--- config.mk ---
export PLATFORM = sky130hd
export DESIGN_NAME = lru_key_value_store
export DESIGN_NICKNAME = d
export VERILOG_FILES = /design/src/hdl/lkvs_pkg.sv /design/src/hdl/lru_key_value_store.sv
export SDC_FILE = /design/constraint.sdc
export NUM_CORES = 2
export LEC_CHECK = 0
export BUFFER_PORTS_ARGS = -buffer_cell sky130_fd_sc_hd__buf_2
export CAP_MARGIN = 30
export CORE_MARGIN = 8
export CORE_UTILIZATION = 35
export DETAILED_ROUTE_END_ITERATION = 10
export PLACE_DENSITY = 0.59
export SETUP_SLACK_MARGIN = 0.3
export SLEW_MARGIN = 10
export SYNTH_ARGS = -nofsm -noshare
export SYNTH_HDL_FRONTEND = slang
export SYNTH_SLANG_ARGS = --single-unit
export TNS_END_PERCENT = 5
--- constraint.sdc ---
create_clock -name clk_i -period 14.4 [get_ports clk_i]
set_clock_uncertainty 0.2 [all_clocks]
set_input_delay 0.72 -clock clk_i [delete_from_list [all_inputs] [get_ports clk_i]]
set_output_delay 0.72 -clock clk_i [all_outputs]
set_load 0.02 [all_outputs]
--- src/hdl/lkvs_pkg.sv ---
package lkvs_pkg;

  // Operation codes carried on opcode_i
  typedef enum logic {
    OP_GET = 1'b0,
    OP_PUT = 1'b1
  } opcode_e;

  // Fixed field widths
  localparam int OP_W  = 1;
  localparam int KEY_W = 32;
  localparam int VAL_W = 32;
  localparam int CAP_W = 5;

  // Capacity register value after reset
  localparam logic [CAP_W-1:0] CAP_RESET = 5'd16;

endpackage

--- src/hdl/lru_key_value_store.sv ---
// Channel   Direction  Handshake                  Payload
// -------   ---------  -------------------------  --------------------------------
// command   in         start (taken when !busy)   opcode_i, lookup_key_i, value_in_i
// result    out        done_o strobe, one cycle   hit_o, value_out_o
// config    in         cfg_valid_i / cfg_ready_o  cfg_data_i (capacity limit)
//
// One command per cycle; busy stays low, so a command is taken on every edge with start.
// done_o rises with the result, which is registered in order: input register, then a
// combinational pass (parallel key compare, rank update) into the result register.
// Reset clears the pipeline valids and the slot fill count and sets the capacity register
// to sixteen; slot contents are left as they are and are only read below the fill count.
// The result side has no backpressure: each result is presented for exactly one cycle.
module lru_key_value_store #(
  parameter int SLOT_COUNT = 16
) (
  input  logic                                clk_i,
  input  logic                                rst_ni,
  // command beat
  input  logic                                start,
  output logic                                busy,
  input  logic [lkvs_pkg::OP_W-1:0]           opcode_i,
  input  logic signed [lkvs_pkg::KEY_W-1:0]   lookup_key_i,
  input  logic signed [lkvs_pkg::VAL_W-1:0]   value_in_i,
  // result beat
  output logic                                done_o,
  output logic                                hit_o,
  output logic signed [lkvs_pkg::VAL_W-1:0]   value_out_o,
  // configuration beat
  input  logic                                cfg_valid_i,
  output logic                                cfg_ready_o,
  input  logic [lkvs_pkg::CAP_W-1:0]          cfg_data_i
);

  import lkvs_pkg::*;

  localparam int IdxW = (SLOT_COUNT > 1) ? $clog2(SLOT_COUNT) : 1;
  localparam int RnkW = IdxW;
  localparam int CntW = $clog2(SLOT_COUNT + 1);
  localparam int CmpW = (CntW > CAP_W) ? CntW : CAP_W;

  // Input register
  logic               in_vld_q;
  logic [OP_W-1:0]    in_op_q;
  logic [KEY_W-1:0]   in_key_q;
  logic [VAL_W-1:0]   in_val_q;

  // Slot storage
  logic [KEY_W-1:0]   slot_key_q  [SLOT_COUNT];
  logic [VAL_W-1:0]   slot_val_q  [SLOT_COUNT];
  logic [RnkW-1:0]    slot_rank_q [SLOT_COUNT];
  logic [CntW-1:0]    slots_used_q, slots_used_d;
  logic [CAP_W-1:0]   cap_q;

  // Result register
  logic               done_q;
  logic               hit_q;
  logic [VAL_W-1:0]   val_out_q, val_out_d;

  // Lookup signals
  logic [SLOT_COUNT-1:0] in_use, match, victim, fill_sel, sel, age;
  logic                  found, fill, is_put, upd;
  logic [RnkW-1:0]       hit_rank, last_rank;
  logic [VAL_W-1:0]      hit_val;
  logic [CmpW-1:0]       cap_eff, used_ext;

  assign busy        = 1'b0;
  assign cfg_ready_o = 1'b1;

  // Effective capacity: zero acts as one, clamp at the slot count
  always_comb begin
    cap_eff = CmpW'(cap_q);
    if (cap_q == '0) begin
      cap_eff = CmpW'(1);
    end
    if (cap_eff > CmpW'(SLOT_COUNT)) begin
      cap_eff = CmpW'(SLOT_COUNT);
    end
  end

  assign used_ext  = CmpW'(slots_used_q);
  assign last_rank = RnkW'(slots_used_q - CntW'(1));
  assign is_put    = (in_op_q == OP_PUT);

  // Parallel search over the slots in use; keys are unique so matches are one-hot
  always_comb begin
    hit_rank = '0;
    hit_val  = '0;
    for (int i = 0; i < SLOT_COUNT; i++) begin
      in_use[i]   = CntW'(i) < slots_used_q;
      match[i]    = in_use[i] && (slot_key_q[i] == in_key_q);
      victim[i]   = in_use[i] && (slot_rank_q[i] == last_rank);
      fill_sel[i] = CntW'(i) == slots_used_q;
      hit_rank    = hit_rank | (match[i] ? slot_rank_q[i] : '0);
      hit_val     = hit_val  | (match[i] ? slot_val_q[i]  : '0);
    end
  end

  assign found = |match;
  assign fill  = !found && (used_ext < cap_eff);
  assign sel   = found ? match : (fill ? fill_sel : victim);
  assign upd   = in_vld_q && (found || is_put);

  // Slots that age by one when the target becomes most recent
  always_comb begin
    for (int i = 0; i < SLOT_COUNT; i++) begin
      age[i] = in_use[i] && !sel[i] && (!found || (slot_rank_q[i] < hit_rank));
    end
  end

  // Fill count and result value
  always_comb begin
    slots_used_d = slots_used_q;
    if (in_vld_q && is_put && fill) begin
      slots_used_d = slots_used_q + CntW'(1);
    end
    val_out_d = (!is_put && found) ? hit_val : '0;
  end

  // Control registers
  always_ff @(posedge clk_i or negedge rst_ni) begin
    if (!rst_ni) begin
      in_vld_q     <= 1'b0;
      done_q       <= 1'b0;
      slots_used_q <= '0;
      cap_q        <= CAP_RESET;
    end else begin
      in_vld_q     <= start && !busy;
      done_q       <= in_vld_q;
      slots_used_q <= slots_used_d;
      if (cfg_valid_i && cfg_ready_o) begin
        cap_q <= cfg_data_i;
      end
    end
  end

  // Input and result payload
  always_ff @(posedge clk_i) begin
    if (start && !busy) begin
      in_op_q  <= opcode_i;
      in_key_q <= lookup_key_i;
      in_val_q <= value_in_i;
    end
    if (in_vld_q) begin
      hit_q     <= found;
      val_out_q <= val_out_d;
    end
  end

  // Slot contents and recency ranks (0 is most recent)
  always_ff @(posedge clk_i) begin
    for (int i = 0; i < SLOT_COUNT; i++) begin
      if (in_vld_q && is_put && sel[i]) begin
        slot_val_q[i] <= in_val_q;
        if (!found) begin
          slot_key_q[i] <= in_key_q;
        end
      end
      if (upd) begin
        if (sel[i]) begin
          slot_rank_q[i] <= '0;
        end else if (age[i]) begin
          slot_rank_q[i] <= slot_rank_q[i] + RnkW'(1);
        end
      end
    end
  end

  assign done_o      = done_q;
  assign hit_o       = hit_q;
  assign value_out_o = val_out_q;

`ifndef SYNTH
  // Every taken command gives a result beat on done_o
  a_result_follows : assert property (@(posedge clk_i) disable iff (!rst_ni)
    (start && !busy) |=> ##1 done_o)
    else $error("command without result");

  // Fill count never passes the slot count
  a_used_bound : assert property (@(posedge clk_i) disable iff (!rst_ni)
    used_ext <= CmpW'(SLOT_COUNT))
    else $error("slot fill count overflow");

  // Fill count never shrinks
  a_used_mono : assert property (@(posedge clk_i) disable iff (!rst_ni)
    1'b1 |=> slots_used_q >= $past(slots_used_q))
    else $error("slot fill count decreased");

  // A miss never returns data
  a_miss_zero : assert property (@(posedge clk_i) disable iff (!rst_ni)
    (done_o && !hit_o) |-> (value_out_o == '0))
    else $error("data on a miss");
`endif

endmodule

Word level (Yosys, flattened, before mapping)
Memory sizes are Yosys's and may differ from the RTL's.
Cells that the tools add are included.
{"block": "word_totals", "mem_bits_rw": 1088, "output_inout_bits": 36, "regBits": 110, "mem_count": 3}
{"block": "classes", "muxes": 229, "bitwise_logic": 46, "reduce_logical": 123, "n_lt_le_gt_ge": 34, "n_eq_ne": 47, "addsub": 18}
{"memory": "slot_key_q", "words": 16, "word_bits": 32, "rd": 16, "rd_clocked_by_memory_dff": 0, "write_ports": 16, "line": "lru_key_value_store.sv:48", "rtl": "logic [KEY_W-1:0] slot_key_q [SLOT_COUNT];"}
{"memory": "slot_val_q", "words": 16, "word_bits": 32, "rd": 16, "rd_clocked_by_memory_dff": 0, "write_ports": 16, "line": "lru_key_value_store.sv:49", "rtl": "logic [VAL_W-1:0] slot_val_q [SLOT_COUNT];"}
{"memory": "slot_rank_q", "words": 16, "word_bits": 4, "rd": 16, "rd_clocked_by_memory_dff": 0, "write_ports": 16, "line": "lru_key_value_store.sv:50", "rtl": "logic [RnkW-1:0] slot_rank_q [SLOT_COUNT];"}
{"cell": "32-bit == test", "count": 16}
{"cell": "32-bit 2-to-1 mux", "count": 16}
{"cell": "32-bit bitwise OR", "count": 15}
{"cell": "1-bit 2-to-1 mux", "count": 177}
{"cell": "4-bit 2-to-1 mux", "count": 32}
{"cell": "1-bit logical AND", "count": 85}
{"cell": "4-bit by 1-bit adder with 4-bit output, second input constant", "count": 16}
{"cell": "4-bit == test", "count": 16}
{"cell": "4-bit < comparator", "count": 16}
{"cell": "4-bit bitwise OR", "count": 15}
{"cell": "4-bit by 5-bit == test with 1-bit output, first input constant", "count": 8}
{"cell": "4-bit by 5-bit < comparator with 1-bit output, first input constant", "count": 8}
{"cell": "16-bit 2-to-1 mux", "count": 2}
{"cell": "3-bit by 5-bit == test with 1-bit output, first input constant", "count": 4}
{"cell": "3-bit by 5-bit < comparator with 1-bit output, first input constant", "count": 4}
{"cell": "1-bit logical NOT", "count": 18}
{"cell": "1-bit logical OR", "count": 17}
{"cell": "1-bit bitwise OR", "count": 16}
{"cell": "16-bit OR reduction", "count": 1}
{"cell": "2-bit by 5-bit == test with 1-bit output, first input constant", "count": 2}
{"cell": "5-bit logical NOT", "count": 2}
{"cell": "1-bit by 5-bit < comparator with 1-bit output, first input constant", "count": 2}
{"cell": "2-bit by 5-bit < comparator with 1-bit output, first input constant", "count": 2}
{"cell": "5-bit 2-to-1 mux", "count": 2}
{"cell": "other kinds (5)", "count": 5}

Logic depth before layout (Yosys ltp)
An unclocked memory read counts as a cell.
{"block": "logic_depth", "depth_word": 27, "ltp_mapped": 17}

Worst setup path after synthesis
OpenSTA, ideal clock, no wires.
{"block": "synth_timing", "path_kind": "register to register", "start": "reg in_key_q[0]", "end": "mem slot_val_q[15][0], in the netlist slot_val_q[1][224], enable pin", "t_arrival_ps": 4985, "required_time_ps": 13739, "path_stages_with_launch": 11, "setup_slack_ps": 8754, "setup_time_ps": 461, "path_buffers": 4, "path_cell_list": "edfxtp_1 -> buf_2 -> buf_2 -> xnor2_1 -> nand4_1 -> or4_1 -> nor3_2 -> clkbuf_1 -> clkbuf_1 -> nor2_1 -> nor3_1"}
{"element": "from (decl)", "line": "lru_key_value_store.sv:44", "rtl": "logic [KEY_W-1:0] in_key_q;"}
{"element": "from (signal assigned)", "line": "lru_key_value_store.sv:140", "rtl": "in_key_q <= lookup_key_i;"}
{"element": "to (decl)", "line": "lru_key_value_store.sv:49"}

==> impl_metrics.ini <==
[outcome]
status = completed

[yosys]
syn_nets = 3263
synth-edff-count = 1186
avgSynthCellArea_um2 = 15.95
yosys.area.top_type = edfxtp_1
yosysWarnings = 0
synthFlopType = edfxtp_1
synth_seq_cells = 1198
async_flop_share_pct = 1.002
syn-instance-count = 3149
yosys-top-cells-area = edfxtp_1, xnor2_1, xor2_1, a22oi_1, nand4_1
yosysUniqueCellTypes = 75
synth_area_um2 = 50240
synthMostInstantiatedCell = edfxtp_1
synth_top_area_share_pct = 70.89
seq_area_frac_synth_pct = 71.49
synthTopCellsByCount = edfxtp_1, xnor2_1, xor2_1

[floorplan]
die_area_um2 = 155900
core_area_um2 = 143100
ios = 110
initial_core_util_pct = 35.10
die_x_um = 394.9
die_h_um = 394.9
placement_rows = 139

[place]
hpwl_mm = 81.32
gp_congestion = 0.9123
io_buffer_count = 107
place_inst = 5096
placed_area_um2 = 53340

[timing]
setup_viol = 0
rsz0062_at_grt = false
drv_slew = 0
worstMarginPinSlew_ns = 0.9753
hold_viol = 0
min_period_ns = 6.275
fmax_mhz = 159.4
max_slew_margin_pct = 34.44
fin_crit_sh_pct = 43.58
fin_setup_tns_ns = 0
holdWs_ns = 0.04839

[setup_path]
worstPathMaxFanout = 29
critPathArrivalTime_ns = 6.42
critPathMaxStageDelay_ns = 0.71
crit_path_top_delay_cell = nor3_4
start_kind = register
required_ns = 14.54
cp-end-kind = register
cp_top_family = simple AND/OR/NAND/NOR gates
worst-path-buf-inv = 3
criticalPathCategory = reg -> reg
crit_chain = buf_4, xor2_1, nor4_1, nand2_1, nor3_4, buf_4, nor4_1, and4_1, inv_6, o21a_1, o211ai_1, o32ai_1

[clock_tree]
path_clk_slew_ns = 0.06
clock_sinks = 1198
cts_setup_buffers = 0
cts_buffers = 120
clock_latency_ns = 0.77
ctsHtreeMaxLevel = 3
root_buffer = clkbuf_16
clock_path_buffers = 3
cts_tree = built

[power_and_ir_drop]
total_power_mw = 8.453
irDropWorstVdd_v = 0.0001103
powerDensity_nw_per_um2 = 146.0
leakage_nw = 17.87

[min_path]
hold_class = in -> reg

[cells_and_area]
areaGrowthSynthToFinish_pct = 15.27
final_cell_area_um2 = 57910
drive_gt1_share_pct = 13.48
fillers = 12900
nNetsFinal = 3498
fin_cells = 5389
diodes = 0

[grt]
overflow = 0
grt_max_degree = 39
grt_pass1_wl_mm = 205.0
antenna_found_initial = 1
grtUsageTotal_pct = 17.62
grt_pass1_vias = 28350

[drt]
first_pass_iters = 6
final_antenna_net_count = 0
post-route-drc-count = 0
vias = 29170
vias_per_cell = 5.413
drt-wirelength-per-cell_um = 26.46
wl_mm = 142.6
initialDrtViolationCount = 3210

[run]
maxCapViolCount = 0
[repair_timing]
action,CTS,global route
endpoints found under the hold margin,78,0
resized for setup,0,0
hold buffers,67,0
[layout make-up]
class	instances	area, um^2	share of cell area, %
sequential	1198	35920	62.02
tap	1903	2381	4.111
clock inverter	82	794.5	1.372
timing repair buffer	283	2106	3.636
multi-input combinational	1740	13470	23.26
clock buffer	142	3085	5.328
inverter	41	158.9	0.2744
[per-stage QoR]
step / setup slack, ns / util [%]
CTS: 8.152 / 40.44
detailed placement: 8.228 / 37.26
global route: 7.840 / 40.46
global placement: 8.249 / 37.17
floorplan: 8.754 / -
finish: 8.125 / 40.46
[flip-flops by register name, indices dropped and copies added (netlist names)]
signal,flops
slot_rank_q,64
in_op_q,1
in_key_q,32
in_vld_q,1
done_o,1
hit_o,1
slot_key_q,512
in_val_q,32
value_out_o,32
cap_q,5
slot_val_q,512
slots_used_q,5
[cells by family (layout without fill, tap and decap cells)]
group	Yosys count	count (layout)	synth area share, %
xor gates and xnor gates	629	629	10.97
buffers and inverters	211	548	2.316
other	2	2	0.01495
DFF	1198	1198	71.49
AOI/OAI and AO/OA	420	420	6.692
muxes	18	18	0.3835
and+or+nand+nor	629	629	7.107
adders and majority gates	42	42	1.036
[path summary, 6_finish.rpt]
check                              startpoint            endpoint  slack [ns]  depth (start not counted)
worst max-delay path              in_key_q[4]  slot_rank_q[1][30]        8.13                         12
worst min-delay path            cfg_data_i[1]            cap_q[1]        0.05                          2
worst max register to register    in_key_q[4]  slot_rank_q[1][30]        8.13                         12
worst min register to register       cap_q[0]            cap_q[0]        0.40                          1
max in group asynchronous              rst_ni            cap_q[4]       13.45                          2
min in group asynchronous              rst_ni            cap_q[0]        0.24                          2
[where the power goes]
part	switching [mW]	leakage, nW	internal, mW	total, mW
sequential	0.172	10.9	4.10	4.27
clock	1.35	1.88	1.72	3.07
combinational	0.723	5.06	0.394	1.12
total	2.24	17.9	6.21	8.45
[routing by layer]
layer,track usage (%),vias up,part of all wire (%)
met5,0,-,0
met2,28.02,1193,46
li1,-,12780,-
met4,5.015,0,2.7
met1,24.86,14970,44
met3,3.065,221,7.3
[placed cells by master (no fill, tap or decap), types with 39 or more instances in the layout]
cell type and instances:
buf_2 107, dlygate4sd3_1 67, nor2_1 67, inv_1 39
ha_1 40, a22oi_1 164, buf_4 102, a22o_1 57
clkbuf_16 120, xnor2_1 461, a221oi_1 57, nor4_1 52
nand2_1 73, nand3_1 54, nand4_1 161, nor3_1 77
edfxtp_1 1186, xor2_1 166
Note: power is estimated with default switching activity, not from simulation.
